## src/cflb_pkg.sv

```systemverilog
// shared types, constants and coefficient table of the circular fir buffer
package cflb_pkg;

  localparam int unsigned MaxSamples = 4096;
  localparam int unsigned AddrW      = $clog2(MaxSamples);
  localparam int unsigned CntW       = AddrW + 1;
  localparam int unsigned TapCount   = 199;
  localparam int unsigned HalfTaps   = 100;
  localparam int unsigned CoefW      = 20;
  localparam int unsigned AccW       = 36;

  localparam logic CmdLoad  = 1'b0;
  localparam logic CmdFetch = 1'b1;

  localparam logic [1:0] StatOk     = 2'd0;
  localparam logic [1:0] StatTrunc  = 2'd1;
  localparam logic [1:0] StatNoData = 2'd2;

  // pair scan phases while building the averaged sequence
  localparam logic [1:0] PhEven = 2'd0;
  localparam logic [1:0] PhWrap = 2'd1;
  localparam logic [1:0] PhOdd  = 2'd2;
  localparam logic [1:0] PhDone = 2'd3;

  typedef struct packed {
    logic       command;
    logic [7:0] sample;
    logic       last_sample;
  } in_t;

  typedef struct packed {
    logic [7:0] filtered_value;
    logic       final_output;
    logic [1:0] status;
  } out_t;

  // controller to datapath commands
  typedef struct packed {
    logic start;
    logic wr_copy;
    logic build_init;
    logic rd_a;
    logic rd_b;
    logic pair_wr;
    logic fin_build;
    logic fir_step;
    logic emit_ok;
    logic emit_nodata;
  } ctl_t;

  // datapath to controller status
  typedef struct packed {
    logic ready;
    logic last;
    logic copy_last;
    logic pair_avail;
    logic tap_last;
    logic pipe_empty;
    logic out_free;
  } sts_t;

  localparam logic signed [CoefW-1:0] LpHalf [HalfTaps] = '{
    20'sd173, 20'sd119, 20'sd57, -20'sd13, -20'sd92, -20'sd181, -20'sd277, -20'sd381,
    -20'sd493, -20'sd614, -20'sd740, -20'sd872, -20'sd1008, -20'sd1148, -20'sd1287,
    -20'sd1426, -20'sd1560, -20'sd1689, -20'sd1808, -20'sd1916, -20'sd2005, -20'sd2074,
    -20'sd2116, -20'sd2127, -20'sd2104, -20'sd2038, -20'sd1926, -20'sd1758, -20'sd1532,
    -20'sd1236, -20'sd866, -20'sd414, 20'sd128, 20'sd768, 20'sd1515, 20'sd2376,
    20'sd3359, 20'sd4471, 20'sd5723, 20'sd7122, 20'sd8674, 20'sd10388, 20'sd12273,
    20'sd14334, 20'sd16578, 20'sd19010, 20'sd21638, 20'sd24465, 20'sd27496, 20'sd30736,
    20'sd34185, 20'sd37848, 20'sd41723, 20'sd45815, 20'sd50119, 20'sd54633, 20'sd59359,
    20'sd64289, 20'sd69419, 20'sd74742, 20'sd80254, 20'sd85943, 20'sd91803, 20'sd97821,
    20'sd103987, 20'sd110287, 20'sd116707, 20'sd123234, 20'sd129852, 20'sd136543,
    20'sd143291, 20'sd150076, 20'sd156880, 20'sd163685, 20'sd170470, 20'sd177214,
    20'sd183897, 20'sd190495, 20'sd196990, 20'sd203360, 20'sd209583, 20'sd215636,
    20'sd221501, 20'sd227158, 20'sd232584, 20'sd237762, 20'sd242672, 20'sd247298,
    20'sd251620, 20'sd255623, 20'sd259292, 20'sd262614, 20'sd265575, 20'sd268165,
    20'sd270375, 20'sd272194, 20'sd273615, 20'sd274635, 20'sd275249, 20'sd275453
  };

  // symmetric tap lookup
  function automatic logic signed [CoefW-1:0] tap_coef(input logic [7:0] j);
    logic [7:0] h;
    h = (j < 8'(HalfTaps)) ? j : 8'(TapCount - 1) - j;
    return LpHalf[h[6:0]];
  endfunction

endpackage

```

## src/cflb_ctrl.sv

```systemverilog
// sequencing state machine for load, build and fetch
module cflb_ctrl
  import cflb_pkg::*;
(
  input  logic clk_i,
  input  logic rst_ni,
  input  logic in_valid_i,
  input  logic in_command_i,
  output logic in_ready_o,
  input  sts_t sts_i,
  output ctl_t ctl_o
);

  localparam logic [3:0] SIdle  = 4'd0;
  localparam logic [3:0] SLoad  = 4'd1;
  localparam logic [3:0] SBinit = 4'd2;
  localparam logic [3:0] SAva   = 4'd3;
  localparam logic [3:0] SAvb   = 4'd4;
  localparam logic [3:0] SAvw   = 4'd5;
  localparam logic [3:0] SFir   = 4'd6;
  localparam logic [3:0] SDrain = 4'd7;
  localparam logic [3:0] SEmit  = 4'd8;
  localparam logic [3:0] SEmitN = 4'd9;

  logic [3:0] state_q, state_d;

  assign in_ready_o = (state_q == SIdle);

  // next state and commands
  always_comb begin
    state_d = state_q;
    ctl_o   = '0;
    case (state_q)
      SIdle: begin
        if (in_valid_i) begin
          ctl_o.start = 1'b1;
          if (in_command_i == CmdLoad) state_d = SLoad;
          else state_d = sts_i.ready ? SFir : SEmitN;
        end
      end
      SLoad: begin
        ctl_o.wr_copy = 1'b1;
        if (sts_i.copy_last) state_d = sts_i.last ? SBinit : SIdle;
      end
      SBinit: begin
        ctl_o.build_init = 1'b1;
        state_d = SAva;
      end
      SAva: begin
        if (sts_i.pair_avail) begin
          ctl_o.rd_a = 1'b1;
          state_d = SAvb;
        end else begin
          ctl_o.fin_build = 1'b1;
          state_d = SIdle;
        end
      end
      SAvb: begin
        ctl_o.rd_b = 1'b1;
        state_d = SAvw;
      end
      SAvw: begin
        ctl_o.pair_wr = 1'b1;
        state_d = SAva;
      end
      SFir: begin
        ctl_o.fir_step = 1'b1;
        if (sts_i.tap_last) state_d = SDrain;
      end
      SDrain: begin
        if (sts_i.pipe_empty) state_d = SEmit;
      end
      SEmit: begin
        if (sts_i.out_free) begin
          ctl_o.emit_ok = 1'b1;
          state_d = SIdle;
        end
      end
      SEmitN: begin
        if (sts_i.out_free) begin
          ctl_o.emit_nodata = 1'b1;
          state_d = SIdle;
        end
      end
      default: state_d = SIdle;
    endcase
  end

  // state register
  always_ff @(posedge clk_i or negedge rst_ni) begin
    if (!rst_ni) state_q <= SIdle;
    else state_q <= state_d;
  end

  // a filter pass only runs over a ready buffer
  a_fir_ready: assert property (@(posedge clk_i) disable iff (!rst_ni)
    state_q == SFir |-> sts_i.ready) else $error("filter pass without ready buffer");

  // a pair write always follows the second read
  a_pair_order: assert property (@(posedge clk_i) disable iff (!rst_ni)
    state_q == SAvw |-> $past(state_q) == SAvb) else $error("pair write out of order");

  // a result leaves as soon as the output slot is free
  a_emit_done: assert property (@(posedge clk_i) disable iff (!rst_ni)
    (state_q == SEmit || state_q == SEmitN) && sts_i.out_free |=> state_q == SIdle)
    else $error("emit did not complete");

endmodule
```

## config.mk

```make
export PLATFORM = sky130hd
export DESIGN_NAME = cflb_ctrl
export DESIGN_NICKNAME = d
export VERILOG_FILES = /design/src/cflb_pkg.sv /design/src/cflb_ctrl.sv
export SDC_FILE = /design/constraint.sdc
export NUM_CORES = 1
export LEC_CHECK = 0
export BUFFER_PORTS_ARGS = -buffer_cell sky130_fd_sc_hd__buf_4
export CORE_AREA = 3 3 40 42
export CTS_BUF_LIST = sky130_fd_sc_hd__clkbuf_2
export DETAILED_ROUTE_END_ITERATION = 10
export DIE_AREA = 0 0 43 45
export MAX_ROUTING_LAYER = met4
export PLACE_DENSITY = 0.61
export RECOVER_POWER = 50
export SETUP_SLACK_MARGIN = 0.5
export SLEW_MARGIN = 20
export SYNTH_ARGS = -nofsm -noshare
export SYNTH_HDL_FRONTEND = slang
export SYNTH_SLANG_ARGS = --single-unit
```

## constraint.sdc

```tcl
create_clock -name clk_i -period 1.6 [get_ports clk_i]
set_input_delay 0 -clock clk_i [delete_from_list [all_inputs] [get_ports clk_i]]
set_output_delay 0 -clock clk_i [all_outputs]
set_load 0.01 [all_outputs]
```

==> run_results.csv <==
group,metric,value,unit
grt,grt_antenna_before_repair,0,
pwr,switching_fraction,40.8,%
critical_path,required,1.69,ns
pwr,power_report.internal_total,1.01,mW
critical_path,timing.critical_path.from,"state_q[2]$_DFFE_PN0P_",
yosys,synthesis.nets,62,
pwr,p_seq_share,11.9,%
grt,grt_max_degree,13,
cells_and_area,largest_register_ffs,4,
drt,wire_per_inst,14.7,um
drt,routed_wirelength,1.51,mm
cts,cts_tree,"built",
timing,max_freq,628,MHz
drt,firstDrtPassIters,4,
cts,cts.clk_slew.worst_paths,0.05,ns
pwr,clkPwrFrac,5.4,%
cells_and_area,synthesis_to_finish_area_growth,96.5,%
yosys,synth.cell_area,432,sq um
cts,clock-sinks,4,
pwr,power.switching,697,uW
cells_and_area,antenna-diode-count,0,
timing,period_needed,1.59,ns
critical_path,arrival,1.68,ns
yosys,ys_seq_elements,4,
floorplan,chipHeight,45,um
critical_path,cp-start-kind,"flip-flop",
drt,via_count,546,
cts,cts.htree.levels,1,
yosys,async_flop_share,100,%
pwr,p_per_area,2010,nW/um^2
yosys,synth_flop_type,"sky130_fd_sc_hd__dfrtp_1",
critical_path,crit_path_max_incr_delay,0.51,ns
pwr,power.leakage,0.393,nW
yosys,synth.distinct_cells,26,
worst_hold_path,min-delay-path-class,"primary input to flip-flop",
drt,route.antenna.remaining_nets,0,
cts,tritoncts_buffers,3,
placement,numPlacedInstances,93,
timing,final.setup_skew,0.00283,ns
timing,slew_violations,0,
grt,total_overflow_reported_by_the_global_router,0,
placement,dp.final_hpwl,979,um
drt,initialDrtViolationCount,8,
cells_and_area,highest_count_cells_in_the_layout_ignoring_fill_and_taps,"sky130_fd_sc_hd__buf_4, sky130_fd_sc_hd__buf_6, sky130_fd_sc_hd__nor2_1",
cells_and_area,instances_no_fill,103,
critical_path,critical_path_peak_fanout,4,
critical_path,buffers_inverters_on_critical_path,0,
critical_path,critPathKind,"flip-flop to flip-flop",
cts,clk_latency,0.20,ns
yosys,yosysWarnings,0,
floorplan,floorplan.initialDensity,33.6,%
drt,drcViolationCount,0,
floorplan,die_boundary_width,43,um
timing,final_period_util,99.6,%
grt,grt_pass1_vias,537,
grt,grtUsageTotal,15.8,%
placement,pre_cts_setup_slack,-0.0310,ns
outcome,run_status,"completed",
floorplan,rows,13,
cts,clockBufferDepth,2,
timing,grt_setup_unrepaired,"true",
grt,grt_pass1_wl,2.28,mm
placement,place_congestion,0.727,
yosys,synthesis.instances,51,
flow_run,maxCapViolations,0,
timing,setup_tns,0,ns
floorplan,io-pin-count,22,
cells_and_area,top_register,"state_q",
critical_path,critical_path.cell_chain,"or4_4, a21oi_4, nor3_2, mux2_4",
floorplan,core_area,1280,sq um
timing,worst_slack,0.00711,ns
yosys,synth_edf_count,0,
timing,transition_time_of_the_tightest_slew_check_pin,0.342,ns
cells_and_area,layout_top_registers,"state_q (4)",
cells_and_area,final_layout_size_suffix_gt1_share,63.6,%
critical_path,worst_setup_path_end_kind,"flip-flop",
pwr,combPwrFrac,82.7,%
timing,setup_violations,0,
drt,via_per_inst,5.30,
critical_path,critical_path.slowest_cell,"sky130_fd_sc_hd__or4_4",
yosys,mean_instance_size_in_the_synthesized_netlist,8.46,sq um
pwr,post_layout_total_power,1.71,mW
cells_and_area,design.final.nets,101,
cts,clock-root-buffer,"sky130_fd_sc_hd__clkbuf_2",
timing,slew_headroom,77.1,%
yosys,ys_seq_area_share,23.2,%
pwr,worst_ir_drop_vdd,1100,uV
placement,port_buffers,21,
worst_hold_path,min-delay-start,"sts_i[0]",
critical_path,worst_path_dominant_cell_family,"simple AND/OR/NAND/NOR gates",
critical_path,r2r_startpoint,"state_q[2]$_DFFE_PN0P_",
cells_and_area,final_common_cell,"sky130_fd_sc_hd__buf_4",
timing,hold_viol,0,
floorplan,floorplan.die_area,1940,sq um
area by class of cell:
| class | count | area [sq um] |
|---|---|---|
| repair buffers | 38 | 327 |
| inverters | 2 | 7.51 |
| flip-flops and latches | 4 | 101 |
| fillers | 94 | 437 |
| multi-input cells | 41 | 379 |
| clock buffers | 3 | 15.0 |
| well taps | 15 | 18.8 |
tightest hold or removal path, delay by kind of cell:
family / cells / cell delay (ns)
and+or+nand+nor: 1 / 0.12
buffers and inverters: 1 / 0.09
AOI/OAI and AO/OA: 1 / 0.06
synth_stat cells (2+ instances only):
library cell	instances	area share [%]
sky130_fd_sc_hd__nor2_1	7	6.1
sky130_fd_sc_hd__nand2b_1	6	8.7
sky130_fd_sc_hd__nor3_1	4	4.6
sky130_fd_sc_hd__inv_1	2	1.7
sky130_fd_sc_hd__nor4_1	2	2.9
sky130_fd_sc_hd__mux2_4	3	10
sky130_fd_sc_hd__o21ai_0	3	3.5
sky130_fd_sc_hd__dfrtp_1	4	23
sky130_fd_sc_hd__clkbuf_1	3	2.6
cell families after synthesis:
group	after synthesis	synth area share [%]
simple gates	29	44.1
compound gates	9	16.8
buf+inv	6	5.51
flops	4	23.2
mux	3	10.4
timing repair:
| item | in CTS | in global routing |
|---|---|---|
| pin swaps | 7 | 4 |
| setup endpoints to repair | 15 | 15 |
| setup buffers | 5 | 1 |
| gates resized for setup | 9 | 12 |
| hold buffers | 1 | 0 |
| cloned | 0 | 0 |
| endpoints found under the hold margin | 4 | 0 |
power by group through the flow:
stage	clock network, mW	registers, mW	logic (mW)
2_1_floorplan	0	0.196	0.658
3_3_place_gp	0	0.196	1.04
3_5_place_dp	0	0.195	1.04
4_1_cts	0.0965	0.197	1.27
5_1_grt	0.106	0.210	1.52
6_report	0.0924	0.204	1.41
routing by layer:
metal,up-vias,routed length (um),track usage (%)
met5,-,0,-
li1,265,-,-
met4,0,0,3.61
met3,0,71,5.18
met2,18,822,27.2
met1,263,616,17.9
worst paths after layout:
path	to	slack, ns	cells past startpoint
max	state_q[2]$_DFFE_PN0P_	0.007	4
min	state_q[3]$_DFFE_PN0P_	0.11	3
min in group asynchronous	state_q[3]$_DFFE_PN0P_	0.14	2
max reg2reg	state_q[2]$_DFFE_PN0P_	0.007	4
min reg2reg	state_q[3]$_DFFE_PN0P_	0.64	2
max in group asynchronous	state_q[1]$_DFFE_PN0P_	1.27	2
per-stage QoR:
step	area, sq um	hold WS [ns]	util, %
finish	848	0.111	66.0
global route	848	0.0996	66.0
CTS	801	0.107	62.3
detailed placement	684	-0.203	53.3
global placement	684	-0.203	53.3
floorplan	455	-0.296	-
No activity file was read; power rests on OpenSTA's default activity.
